===== src/hdl/gated_pulse_train_generator_defines.svh =====
// ----------------------------------------------------------------------------
// gated pulse train generator - assertion macros
// shared check forms for the pulse train generator
// ----------------------------------------------------------------------------
`ifndef GATED_PULSE_TRAIN_GENERATOR_DEFINES_SVH
`define GATED_PULSE_TRAIN_GENERATOR_DEFINES_SVH

// check sampled on aclk, off while reset is held
`define GPTG_ASSERT_RST(lbl, prop, msg) \
    lbl: assert property (@(posedge aclk) disable iff (!aresetn) prop) else $error(msg);

// check sampled on aclk at every edge, reset included
`define GPTG_ASSERT_ALWAYS(lbl, prop, msg) \
    lbl: assert property (@(posedge aclk) prop) else $error(msg);

`endif


===== src/hdl/gptg_pkg.sv =====
// ----------------------------------------------------------------------------
// gptg_pkg
// types, event codes and the period table of the pulse train generator
// ----------------------------------------------------------------------------
package gptg_pkg;

    localparam int SET_W     = 8;
    localparam int ELAPSED_W = 11;
    localparam int PERIOD_W  = 11;
    localparam int FRAC_BITS = 43;
    localparam int ROM_DEPTH = 256;

    localparam logic [PERIOD_W-1:0] PERIOD_MIN = 11'd21;
    localparam logic [PERIOD_W-1:0] PERIOD_MAX = 11'd1163;

    typedef enum logic [1:0] {
        FUNC_SWEEP       = 2'd0,
        FUNC_GATE_TICK   = 2'd1,
        FUNC_PERIOD_TICK = 2'd2
    } func_t;

    typedef struct packed {
        func_t            func;
        logic [SET_W-1:0] pot_off;
        logic [SET_W-1:0] pot_on;
        logic [SET_W-1:0] pot_rate;
    } item_t;

    typedef struct packed {
        logic [2:0]          changed_mask;
        logic [PERIOD_W-1:0] period_ms;
        logic [SET_W-1:0]    on_value;
        logic [SET_W-1:0]    off_value;
        logic                gate_is_on;
        logic                fire_pulse;
    } result_t;

    typedef logic [ROM_DEPTH-1:0][PERIOD_W-1:0] period_rom_t;

    // entry r = 20 + floor(1.028^(255-r)), stepped in 43-bit fixed point
    function automatic period_rom_t build_period_rom();
        period_rom_t     rom;
        longint unsigned v;
        int              k;
        v = 64'd1 << FRAC_BITS;
        for (k = 0; k < ROM_DEPTH; k++) begin
            rom[8'(ROM_DEPTH - 1 - k)] = PERIOD_W'(64'd20 + (v >> FRAC_BITS));
            v = (v * 64'd257) / 64'd250;
        end
        return rom;
    endfunction

    localparam period_rom_t PERIOD_ROM = build_period_rom();

endpackage


===== src/hdl/gptg_sweep.sv =====
// ----------------------------------------------------------------------------
// gptg_sweep
// one setting update from a pot sample with a dead band and rounding to 5
// ----------------------------------------------------------------------------
module gptg_sweep (
    input  logic [gptg_pkg::SET_W-1:0] setting,
    input  logic [gptg_pkg::SET_W-1:0] sample,
    output logic [gptg_pkg::SET_W-1:0] setting_next,
    output logic                       changed
);
    import gptg_pkg::*;

    logic [SET_W-1:0] diff;
    logic [SET_W:0]   biased;
    logic [16:0]      scaled;
    logic [5:0]       quot;
    logic [SET_W-1:0] rounded;

    always_comb begin
        diff    = (setting > sample) ? (setting - sample) : (sample - setting);
        biased  = {1'b0, sample} + 9'd2;
        // divide by 5 via reciprocal 205/1024, exact for values up to 257
        scaled  = 17'(biased) * 17'd205;
        quot    = scaled[15:10];
        rounded = {quot, 2'b00} + {2'b00, quot};
        changed = (diff > 8'd4);
        setting_next = changed ? rounded : setting;
    end

endmodule


===== src/hdl/gptg_core.sv =====
// ----------------------------------------------------------------------------
// gptg_core
// settings, burst gate, period timer and the result of one event
// ----------------------------------------------------------------------------
module gptg_core #(
    parameter int PERIOD_STEP_MS = 4
) (
    input  logic              aclk,
    input  logic              aresetn,
    input  logic              step_en,
    input  gptg_pkg::item_t   item,
    output gptg_pkg::result_t result
);
    import gptg_pkg::*;

    logic [SET_W-1:0]     off_setting_reg, off_setting_next;
    logic [SET_W-1:0]     on_setting_reg, on_setting_next;
    logic [SET_W-1:0]     rate_setting_reg, rate_setting_next;
    logic                 gate_reg, gate_next;
    logic [SET_W-1:0]     on_count_reg, on_count_next;
    logic [SET_W-1:0]     off_count_reg, off_count_next;
    logic [ELAPSED_W-1:0] elapsed_reg, elapsed_next;

    logic [SET_W-1:0]     sw_off, sw_on, sw_rate;
    logic                 ch_off, ch_on, ch_rate;
    logic [SET_W-1:0]     count_inc;
    logic [ELAPSED_W:0]   elapsed_sum;
    logic                 fire;
    logic [2:0]           mask;

    gptg_sweep u_sweep_off (
        .setting(off_setting_reg), .sample(item.pot_off),
        .setting_next(sw_off), .changed(ch_off)
    );
    gptg_sweep u_sweep_on (
        .setting(on_setting_reg), .sample(item.pot_on),
        .setting_next(sw_on), .changed(ch_on)
    );
    gptg_sweep u_sweep_rate (
        .setting(rate_setting_reg), .sample(item.pot_rate),
        .setting_next(sw_rate), .changed(ch_rate)
    );

    always_comb begin
        off_setting_next  = off_setting_reg;
        on_setting_next   = on_setting_reg;
        rate_setting_next = rate_setting_reg;
        gate_next         = gate_reg;
        on_count_next     = on_count_reg;
        off_count_next    = off_count_reg;
        elapsed_next      = elapsed_reg;
        fire              = 1'b0;
        mask              = 3'b000;
        count_inc         = (gate_reg ? on_count_reg : off_count_reg) + 8'd1;
        elapsed_sum       = {1'b0, elapsed_reg} + (ELAPSED_W+1)'(PERIOD_STEP_MS);

        case (item.func)
            FUNC_SWEEP: begin
                off_setting_next  = sw_off;
                on_setting_next   = sw_on;
                rate_setting_next = sw_rate;
                mask              = {ch_rate, ch_on, ch_off};
            end
            FUNC_GATE_TICK: begin
                if (gate_reg) begin
                    on_count_next = count_inc;
                    if (count_inc > on_setting_reg) begin
                        gate_next     = 1'b0;
                        on_count_next = '0;
                    end
                end else begin
                    off_count_next = count_inc;
                    if (count_inc > off_setting_reg) begin
                        gate_next      = 1'b1;
                        off_count_next = '0;
                    end
                end
            end
            FUNC_PERIOD_TICK: begin
                elapsed_next = elapsed_sum[ELAPSED_W-1:0];
                if (elapsed_sum >= {1'b0, PERIOD_ROM[rate_setting_reg]}) begin
                    elapsed_next = '0;
                    fire         = gate_reg;
                end
            end
            default: begin
                // unused event kind leaves the state alone
            end
        endcase

        result.fire_pulse   = fire;
        result.gate_is_on   = gate_next;
        result.off_value    = off_setting_next;
        result.on_value     = on_setting_next;
        result.period_ms    = PERIOD_ROM[rate_setting_next];
        result.changed_mask = mask;
    end

    always_ff @(posedge aclk) begin
        if (!aresetn) begin
            off_setting_reg  <= '0;
            on_setting_reg   <= '0;
            rate_setting_reg <= '0;
            gate_reg         <= 1'b0;
            on_count_reg     <= '0;
            off_count_reg    <= '0;
            elapsed_reg      <= '0;
        end else if (step_en) begin
            off_setting_reg  <= off_setting_next;
            on_setting_reg   <= on_setting_next;
            rate_setting_reg <= rate_setting_next;
            gate_reg         <= gate_next;
            on_count_reg     <= on_count_next;
            off_count_reg    <= off_count_next;
            elapsed_reg      <= elapsed_next;
        end
    end

endmodule


===== src/hdl/gated_pulse_train_generator.sv =====
// ----------------------------------------------------------------------------
// gated_pulse_train_generator
// pulse train generator with an on/off burst gate, set up from pot samples
// ----------------------------------------------------------------------------
// Usage: each item on the s_ channel is one event; s_tuser gives its kind
// (pot sweep, gate tick, period tick) and s_tdata the three pot samples.
// Every item yields exactly one result on the m_ channel with the fire flag,
// gate state, current settings, pulse period in ms and the sweep change mask.
// Path: an item accepted into the input register passes the logic, and its
// result is then held in the result register that drives m_tvalid.
// Throughput: one item per cycle; the input register feeds a single pass of
// logic (sweep rounding, gate counters, period table lookup) into the result
// register, and both move together whenever the result register is free.
// Reset (aresetn low, synchronous) clears all settings, counters, the gate
// and the elapsed timer, and empties both registers.
// When m_tready is low a result waits in the result register; one more item
// is taken into the input register, then s_tready drops until the result
// leaves.
// ----------------------------------------------------------------------------
module gated_pulse_train_generator #(
    parameter int PERIOD_STEP_MS = 4
) (
    input  logic        aclk,
    input  logic        aresetn,
    input  logic        s_tvalid,
    output logic        s_tready,
    input  logic [23:0] s_tdata,   // pot_off[7:0], pot_on[15:8], pot_rate[23:16]
    input  logic [1:0]  s_tuser,   // func[1:0]
    output logic        m_tvalid,
    input  logic        m_tready,
    // fire_pulse[0], gate_is_on[1], off_value[9:2], on_value[17:10],
    // period_ms[28:18], changed_mask[31:29]
    output logic [31:0] m_tdata
);
    import gptg_pkg::*;

`include "gated_pulse_train_generator_defines.svh"

    logic    in_valid_reg;
    item_t   in_item_reg;
    logic    out_valid_reg;
    result_t out_data_reg;
    result_t core_result;
    logic    advance;
    logic    s_accept;

    assign advance  = in_valid_reg && (!out_valid_reg || m_tready);
    assign s_tready = !in_valid_reg || advance;
    assign s_accept = s_tvalid && s_tready;

    gptg_core #(
        .PERIOD_STEP_MS(PERIOD_STEP_MS)
    ) u_core (
        .aclk    (aclk),
        .aresetn (aresetn),
        .step_en (advance),
        .item    (in_item_reg),
        .result  (core_result)
    );

    always_ff @(posedge aclk) begin
        if (!aresetn) begin
            in_valid_reg  <= 1'b0;
            out_valid_reg <= 1'b0;
        end else begin
            if (s_accept) begin
                in_valid_reg <= 1'b1;
            end else if (advance) begin
                in_valid_reg <= 1'b0;
            end
            if (advance) begin
                out_valid_reg <= 1'b1;
            end else if (m_tready) begin
                out_valid_reg <= 1'b0;
            end
        end
    end

    always_ff @(posedge aclk) begin
        if (s_accept) begin
            in_item_reg <= '{func:     func_t'(s_tuser),
                             pot_off:  s_tdata[7:0],
                             pot_on:   s_tdata[15:8],
                             pot_rate: s_tdata[23:16]};
        end
        if (advance) begin
            out_data_reg <= core_result;
        end
    end

    assign m_tvalid = out_valid_reg;
    assign m_tdata  = out_data_reg;

    // a pulse only starts while the gate is open
    `GPTG_ASSERT_RST(a_fire_needs_gate, out_valid_reg |-> !(out_data_reg.fire_pulse && !out_data_reg.gate_is_on), "pulse fired with gate off")
    // a sweep never fires a pulse
    `GPTG_ASSERT_RST(a_sweep_no_fire, (out_valid_reg && out_data_reg.changed_mask != 3'b000) |-> !out_data_reg.fire_pulse, "pulse fired on a sweep")
    // period comes from the table range
    `GPTG_ASSERT_RST(a_period_range, out_valid_reg |-> (out_data_reg.period_ms >= PERIOD_MIN && out_data_reg.period_ms <= PERIOD_MAX), "period out of range")
    // a held result is not overwritten while the input stage is stalled
    `GPTG_ASSERT_ALWAYS(a_no_overrun, (aresetn && out_valid_reg && !m_tready && in_valid_reg) |-> !s_tready, "input taken while both stages are full")

endmodule

===== config.mk =====
export PLATFORM = sky130hd
export DESIGN_NAME = gated_pulse_train_generator
export DESIGN_NICKNAME = d
export VERILOG_FILES = /design/src/hdl/gptg_pkg.sv /design/src/hdl/gptg_sweep.sv /design/src/hdl/gptg_core.sv /design/src/hdl/gated_pulse_train_generator.sv
export VERILOG_INCLUDE_DIRS = /design/src /design/src/hdl
export SDC_FILE = /design/constraint.sdc
export NUM_CORES = 1
export LEC_CHECK = 0
export BUFFER_PORTS_ARGS = -buffer_cell sky130_fd_sc_hd__buf_4
export CAP_MARGIN = 5
export CORE_MARGIN = 2
export CORE_UTILIZATION = 45
export CTS_CLUSTER_SIZE = 40
export DETAILED_ROUTE_END_ITERATION = 16
export MAX_ROUTING_LAYER = met4
export SLEW_MARGIN = 30
export SYNTH_ARGS = -nofsm -noshare
export SYNTH_HDL_FRONTEND = slang
export SYNTH_SLANG_ARGS = --single-unit

===== constraint.sdc =====
create_clock -name aclk -period 8.05 [get_ports aclk]
set_clock_uncertainty 0.05 [all_clocks]
set_input_delay 0.805 -clock aclk [delete_from_list [all_inputs] [get_ports aclk]]
set_output_delay 0.805 -clock aclk [all_outputs]
set_load 0.005 [all_outputs]

==> flow_metrics.env, run 1 <==
export IMPL_status="did not finish"
export IMPL_stop_stage="detailed routing"
export IMPL_firstError="[ERROR DRT-0255] Maze Route cannot find path of net aclk in worker of routeBox ( 144900 0 ) ( 186485 48300 )."
export IMPL_synth_edf_count=58
export IMPL_seq_area_frac_synth=0.200
export IMPL_placed_area_mm2=0.0159
export IMPL_synth_area_leaders="ha_1 (20%), edfxtp_1 (12%), dfxtp_1 (8.4%), fa_1 (6.4%), inv_1 (5.1%)"
export IMPL_die_y_um=186
export IMPL_grt_pass1_vias=12812
export IMPL_synth_top_cell_by_area="ha_1"
export IMPL_start_util=0.458
export IMPL_hpwl_um=31100
export IMPL_rows=66
export IMPL_yosysWarnings=0
export IMPL_clk_path_buf_depth=2
export IMPL_synthCells=1793
export IMPL_pin_count=64
export IMPL_syn_area_mm2=0.0150
export IMPL_cts_buffers=17
export IMPL_synthDistinctLibCells=90
export IMPL_htreeDepth=4
export IMPL_synth_top_area_share=0.202
export IMPL_dpl_cell_count=2249
export IMPL_synth_nets=2113
export IMPL_avgSynthCellArea_um2=8.36
export IMPL_antenna_found_initial=0
export IMPL_worstEndpointType="register input"
export IMPL_clockRootBuffer="clkbuf_16"
export IMPL_gp_congestion=0.944
export IMPL_grt_worst_endpoint="m_tdata[22]$_DFFE_PP_/D"
export IMPL_port_buffers=63
export IMPL_grt_max_degree=50
export IMPL_synth_seq_cells=121
export IMPL_synth_async_sr_flop_share=0
export IMPL_overflow=0
export IMPL_pre_cts_ws_ns=0.218
export IMPL_grt_usage=0.243
export IMPL_die_width_um=186
export IMPL_yosys_most_used_dff="dfxtp_1"
export IMPL_grt_pass1_wl_um=67400
export IMPL_cts_sinks=121
-- metrics by stage --
stage	utilization	hold slack, ns
detailed placement	0.486	0.398
global placement	0.486	0.390
floorplan	-	0.381
global route	0.507	0.440
CTS	0.505	0.406
-- cell families after synthesis --
group / share of synthesized area
and+or+nand+nor: 0.152
AOI/OAI and AO/OA: 0.206
buffers and inverters: 0.0788
adders and majority gates: 0.266
DFF: 0.200
xor gates and xnor gates: 0.0478
muxes: 0.0487
-- timing repair --
item / in CTS / in global routing
hold buffers: 0 / 0
gates resized for setup: 0 / 3
setup buffers: 0 / 3
endpoints found under the setup margin: 0 / 10
-- metal layers --
layer and GRT usage:
met5 -, met4 0.0705, met3 0.0275, met2 0.374, met1 0.337
-- cells in the mapped netlist, types with 8 or more instances --
cell	n
a211oi_1	30
a21o_1	21
a21oi_1	130
a311oi_1	8
a31oi_1	17
and2_1	11
and3_1	10
buf_1	8
buf_2	23
clkbuf_1	44
dfxtp_1	63
edfxtp_1	58
fa_1	48
ha_1	242
inv_1	204
mux2_2	19
mux2i_1	43
nand2_1	153
nand2b_1	15
nand3_1	70
nand4_1	12
nor2_1	94
nor2b_1	20
nor3_1	30
nor4_1	13
o211ai_1	25
o21a_1	21
o21ai_0	83
o22ai_1	13
o31ai_1	15
or2_2	11
or3_1	11
xnor2_1	52
xor2_1	28
==> run 2, diff against run 1 <==
Settings changed: CORE_UTILIZATION 45 to 30, CTS_CLUSTER_SIZE 40 to unset, MAX_ROUTING_LAYER met4 to unset, PLACE_DENSITY_LB_ADDON set to 0.15.
==> run 2 against run 1 <==
  * The run now ends clean
  * Synthesized area did not move
  * Global-route usage fell by 6.9 points
  * Synthesized cell count did not move
==> flow_metrics.env, run 2 <==
export IMPL_status="finished, final reports clean"
export IMPL_pwr_share_clk=0.115
export IMPL_grt_max_degree=50
export IMPL_cp_depth=29
export IMPL_dieArea_mm2=0.0518
export IMPL_layout_commonest_cell="ha_1"
export IMPL_grtUsageMet2=0.274
export IMPL_port_buffers=63
export IMPL_clockRootBuffer="clkbuf_16"
export IMPL_nets=2148
export IMPL_powerDensity_mw_per_mm2=440
export IMPL_r2r_cells=29
export IMPL_pin_count=64
export IMPL_maxSlewViolCount=0
export IMPL_grt_busiest_layer="met2"
export IMPL_peakVddDrop_mv=0.241
export IMPL_grt_usage=0.173
export IMPL_area_delta_synth_final_pct=12.8
export IMPL_period_share=0.945
export IMPL_num_antenna_cells=0
export IMPL_grt_pass1_wl_um=69900
export IMPL_start_kind="flip-flop"
export IMPL_relSlewSlack=0.408
export IMPL_finalSetupTns_ns=0
export IMPL_clock_latency_ns=0.48
export IMPL_fin_cells=2505
export IMPL_routedWlPerCell_um=17.3
export IMPL_synth_area_leaders="ha_1 (20%), edfxtp_1 (12%), dfxtp_1 (8.4%), fa_1 (6.4%), inv_1 (5.1%)"
export IMPL_drcViolationCount=0
export IMPL_slowest_stage="or4_1"
export IMPL_cp_required_ns=8.36
export IMPL_swShare=0.523
export IMPL_setup_violations=0
export IMPL_cpLargestDelayFamily="adder cells"
export IMPL_start_util=0.305
export IMPL_rsz0062_at_grt="no"
export IMPL_synthCells=1793
export IMPL_worstPathMaxFanout=12
export IMPL_largest_reg_flops=32
export IMPL_cts_sinks=121
export IMPL_first_pass_iters=6
export IMPL_p_leak_nw=7.50
export IMPL_crit_type="flip-flop to flip-flop"
export IMPL_synth_nets=2113
export IMPL_crit_top_cell="inv_1"
export IMPL_hpwl_um=32700
export IMPL_slowest_delay_ns=0.54
export IMPL_synthTopCellsByCount="ha_1 (242), inv_1 (204), nand2_1 (153)"
export IMPL_final_cell_mix="ha_1 (242), inv_1 (204), nand2_1 (152), a21oi_1 (129), buf_4 (97)"
export IMPL_cts_tree="yes"
export IMPL_path_clk_slew_ns=0.06
export IMPL_drtAntennaViolNets=0
export IMPL_synth_async_sr_flop_share=0
export IMPL_grt_pass1_vias=12903
export IMPL_clk_path_buf_depth=2
export IMPL_finalHoldWorstSlack_ns=0.400
export IMPL_overflow=0
export IMPL_crit_path_end_kind="flip-flop"
export IMPL_yosysWarnings=0
export IMPL_wl_um=43300
export IMPL_synth_top_cell_by_area="ha_1"
export IMPL_maxCapViolCount=0
export IMPL_antenna_found_initial=0
export IMPL_yosysMostFrequentCell="ha_1"
export IMPL_min_period_ns=7.60
export IMPL_p_int_w=0.00355
export IMPL_grtUsageMet1=0.235
export IMPL_die_width_um=228
export IMPL_combinationalPowerShare=0.761
export IMPL_crit_buf_inv=5
export IMPL_max_freq_mhz=132
export IMPL_min_path_cells=2
export IMPL_dpl_cell_count=2469
export IMPL_grtUsageMet3=0.0308
export IMPL_hold_class="flip-flop to flip-flop"
export IMPL_gp_congestion=0.915
export IMPL_htreeDepth=4
export IMPL_switching_power_w=0.00389
export IMPL_drt_initial_drc_count=838
export IMPL_die_y_um=228
export IMPL_design_core_area_mm2=0.0492
export IMPL_drive_above_1_share=0.110
export IMPL_synth_top_area_share=0.202
export IMPL_p_seq_frac=0.125
export IMPL_rows=81
export IMPL_vias=13130
export IMPL_synth_seq_cells=121
export IMPL_num_fill_cells=5113
export IMPL_cp_arrival_ns=7.91
export IMPL_seq_area_frac_synth=0.200
export IMPL_vias_per_cell=5.24
export IMPL_avgSynthCellArea_um2=8.36
export IMPL_cts_buffers=17
export IMPL_yosys_most_used_dff="dfxtp_1"
export IMPL_syn_area_mm2=0.0150
export IMPL_synthDistinctLibCells=90
export IMPL_hold_viol=0
export IMPL_synth_edf_count=58
export IMPL_worstMarginPinSlew_ns=0.887
-- run 2: tightest hold or removal path, stage by stage, from the launching register on --
cell and delay [ns]:
dfxtp_1 0.31, nand2_1 0.05, a21oi_1 0.05
-- run 2: final timing paths --
kind | from | slack [ns] | to
max | in_item_reg[3] | 0.45 | flip-flop
min | u_core.on_count_reg[1] | 0.40 | u_core.on_count_reg[1]
min reg2reg | u_core.on_count_reg[1] | 0.40 | u_core.on_count_reg[1]
max reg2reg | in_item_reg[3] | 0.45 | flip-flop
-- run 2: what timing repair did --
item                                    in CTS  in global routing
hold buffers                                 0                  0
setup buffers                                0                  4
gates resized for setup                      0                  3
endpoints found under the setup margin       0                 14
hold endpoints to repair                     0                  0
-- run 2: power groups by stage --
stage	logic, W	registers, W	clock network [W]
finish	0.00566	0.000930	0.000853
global route	0.00631	0.000946	0.000910
CTS	0.00561	0.000935	0.000888
detailed placement	0.00557	0.000945	0
global placement	0.00563	0.000945	0
floorplan	0.00409	0.000911	0
-- run 2: cells by family (layout without fill, tap and decap cells) --
group,after synthesis,count (layout),synth area share
buf+inv,293,341,0.0788
fa+ha+maj,290,290,0.266
mux,68,68,0.0487
simple gates,476,476,0.152
xor+xnor,81,81,0.0478
compound gates,464,464,0.206
flops,121,121,0.200
-- run 2: cell type report --
class                   count  area (um2)  share of cell area
repair buffers            100         788              0.0466
clock buffers              18         450              0.0266
clock inverters            14         186              0.0110
multi-input cells        1379       10900               0.643
well taps                 664         831              0.0491
flip-flops and latches    121        3000               0.178
inverters                 209         785              0.0464
-- run 2: through the flow --
step                      utilization  worst slack, ns  total power (W)  instance area (um2)
final                           0.344            0.446          0.00745                16900
after global routing            0.344          0.00580          0.00817                16900
after CTS                       0.343            0.312          0.00743                16800
after detailed placement        0.330            0.342          0.00652                16200
after global placement          0.330            0.425          0.00658                16200
after floorplan                     -            0.986          0.00500                15000
-- run 2: layer usage --
layer | vias up | wire [um]
li1 | 6479 | -
met1 | 6252 | 20900
met2 | 332 | 19400
met3 | 67 | 2130
met4 | 0 | 965
met5 | - | 0
(Power assumes the default switching activity.)
==> run 3, diff against run 2 <==
Settings changed: ABC_AREA set to 1.
==> run 3 against run 2 <==
  * Sequential cell count did not move
  * Sequential power fell by 13%
  * Power shrank 36%
  * First-iteration DRC count increased by 18%
  * Largest cell class unchanged
  * Largest power group unchanged
  * Highest routed layer unchanged
  * Wire length fell by 1.5%
  * Maximum frequency rose by 6.8%
  * Combinational power down 43%
  * Via count grew 2.8%
  * Synthesized cell count rose by 17%
==> flow_metrics.env, run 3 <==
export IMPL_status="finished, final reports clean"
export IMPL_area_delta_synth_final_pct=11.2
export IMPL_cts_hold_buf=0
export IMPL_design_core_area_mm2=0.0490
export IMPL_setup_violations=0
export IMPL_first_pass_iters=5
export IMPL_worstMarginPinSlew_ns=0.950
export IMPL_layout_commonest_cell="nand2_1"
export IMPL_synth_edf_count=58
export IMPL_slowest_delay_ns=0.62
export IMPL_crit_top_cell="nand2_1"
export IMPL_drive_above_1_share=0.0751
export IMPL_grt_usage=0.175
export IMPL_hold_class="flip-flop to flip-flop"
export IMPL_largest_reg_flops=32
export IMPL_gp_congestion=0.889
export IMPL_p_leak_nw=8.61
export IMPL_nets=2452
export IMPL_rows=81
export IMPL_drcViolationCount=0
export IMPL_start_util=0.304
export IMPL_hold_viol=0
export IMPL_r2r_cells=37
export IMPL_rsz0062_at_grt="no"
export IMPL_vias_per_cell=4.81
export IMPL_hpwl_um=33700
export IMPL_fin_cells=2809
export IMPL_clock_latency_ns=0.47
export IMPL_grt_pass1_wl_um=70300
export IMPL_drt_initial_drc_count=987
export IMPL_yosys_most_used_dff="dfxtp_1"
export IMPL_crit_path_end_kind="flip-flop"
export IMPL_routedWlPerCell_um=15.2
export IMPL_die_y_um=227
export IMPL_synth_area_leaders="ha_1 (20%), nand2_1 (14%), edfxtp_1 (12%), dfxtp_1 (8.5%), inv_1 (8.5%)"
export IMPL_startpoint="in_item_reg[1]"
export IMPL_pin_count=64
export IMPL_finalSetupTns_ns=0
export IMPL_avgSynthCellArea_um2=7.10
export IMPL_htreeDepth=4
export IMPL_overflow=0
export IMPL_reg2reg_setup_slack_ns=0.93
export IMPL_relSlewSlack=0.367
export IMPL_multiInputGateArea_mm2=0.0103
export IMPL_seq_area_frac_synth=0.202
export IMPL_regToRegStartpoint="in_item_reg[1]"
export IMPL_grt_pass1_vias=13498
export IMPL_clk_path_buf_depth=2
export IMPL_synthCells=2094
export IMPL_maxSlewViolCount=0
export IMPL_wl_um=42700
export IMPL_period_share=0.884
export IMPL_final_cell_mix="nand2_1 (562), inv_1 (335), ha_1 (242), nand3_1 (199), a21oi_1 (130)"
export IMPL_num_fill_cells=5245
export IMPL_dpl_cell_count=2777
export IMPL_max_freq_mhz=140
export IMPL_synthDistinctLibCells=50
export IMPL_path_clk_slew_ns=0.06
export IMPL_cts_buffers=17
export IMPL_dieArea_mm2=0.0513
export IMPL_slowest_stage="nor2_1"
export IMPL_cp_required_ns=8.41
export IMPL_cts_sinks=121
export IMPL_vias=13498
export IMPL_final_core_util=0.338
export IMPL_die_width_um=227
export IMPL_min_period_ns=7.12
export IMPL_synth_top_cell_by_area="ha_1"
export IMPL_peakVddDrop_mv=0.174
export IMPL_drtAntennaViolNets=0
export IMPL_cp_arrival_ns=7.48
export IMPL_post_cts_resized=0
export IMPL_start_kind="flip-flop"
export IMPL_num_antenna_cells=0
export IMPL_worstPathMaxFanout=25
export IMPL_crit_type="flip-flop to flip-flop"
export IMPL_syn_area_mm2=0.0149
export IMPL_antenna_found_initial=0
export IMPL_maxCapViolCount=0
export IMPL_synth_nets=2414
export IMPL_register_area_mm2=0.00300
export IMPL_synth_async_sr_flop_share=0
export IMPL_powerDensity_mw_per_mm2=289
export IMPL_port_buffers=63
export IMPL_synth_seq_cells=121
export IMPL_synthTopCellsByCount="nand2_1 (562), inv_1 (336), ha_1 (242)"
export IMPL_yosysMostFrequentCell="nand2_1"
export IMPL_clockRootBuffer="clkbuf_16"
export IMPL_post_cts_setup_buffers=0
export IMPL_cts_tree="yes"
export IMPL_synth_top_area_share=0.204
export IMPL_yosysWarnings=0
export IMPL_grt_max_degree=56
## run 3: changes by cell type after synthesis, moves of 19 or more
| cell | delta |
|---|---|
| inv_1 | +132 |
| nand3_1 | +129 |
| a211oi_1 | -26 |
| mux2_2 | -19 |
| clkbuf_1 | -27 |
| nand2_1 | +409 |
| mux2i_1 | -42 |
| xnor2_1 | -23 |
| xor2_1 | +30 |
| nor3_1 | -23 |
| nor2b_1 | -20 |
| nand4_1 | +23 |
## run 3: metrics by stage
step                      setup slack [ns]  hold slack [ns]  cell area, um2  power [W]
after detailed placement              1.04            0.405           16000    0.00402
after CTS                            0.963            0.414           16500    0.00483
after global placement                1.11            0.397           16000    0.00401
after global routing                 0.212            0.428           16500    0.00534
after floorplan                       2.18            0.391           14900    0.00319
final                                0.930            0.413           16500    0.00478
## run 3: how the worst min path moves through the flow
stage | start | to | slack, ns | cells after the start
2_1_floorplan | u_core.on_count_reg[0] | u_core.on_count_reg[0] | 0.39 | 2
3_3_place_gp | u_core.on_count_reg[4] | u_core.on_count_reg[4] | 0.40 | 2
3_5_place_dp | u_core.on_count_reg[3] | u_core.on_count_reg[3] | 0.40 | 2
4_1_cts | u_core.on_count_reg[3] | u_core.on_count_reg[3] | 0.41 | 2
5_1_grt | s_tdata[20] | in_item_reg[4] | 0.43 | 1
6_report | u_core.on_count_reg[3] | u_core.on_count_reg[3] | 0.41 | 2
## run 3: cell type report
cell class | count | area share
clock buffers | 19 | 0.0268
well taps | 664 | 0.0503
flip-flops and latches | 121 | 0.182
inverters | 349 | 0.0792
clock inverters | 13 | 0.00749
multi-input cells | 1568 | 0.620
repair buffers | 75 | 0.0341
## run 3: logic make-up after synthesis
family,Yosys count,share of synthesized area
AO/OA/AOI/OAI,261,0.0997
adder cells (fa/ha/maj),290,0.268
buffers and inverters,405,0.108
flip-flops,121,0.202
XOR/XNOR,87,0.0513
AND/OR/NAND/NOR,929,0.269
multiplexers,1,0.000674
## run 3: report_power, final
group	switching, W	total [W]	internal [W]
Clock	0.000313	0.000772	0.000459
Combinational	0.00202	0.00320	0.00119
Sequential	0.0000461	0.000807	0.000760
Total	0.00238	0.00478	0.00240
## run 3: critical path: cells and delay by family, from the launching register on
family                     cells  cell delay [ns]
xor gates and xnor gates       1             0.25
and+or+nand+nor               17             2.07
buffers and inverters          9             1.00
AOI/OAI and AO/OA              3             0.36
adders and majority gates      7             2.78
DFF                            1             0.54
## run 3: metal layers
metal	wire [um]	track usage
met5	0	0
met4	1220	0.0690
met3	1680	0.0275
met2	20000	0.292
met1	19700	0.227
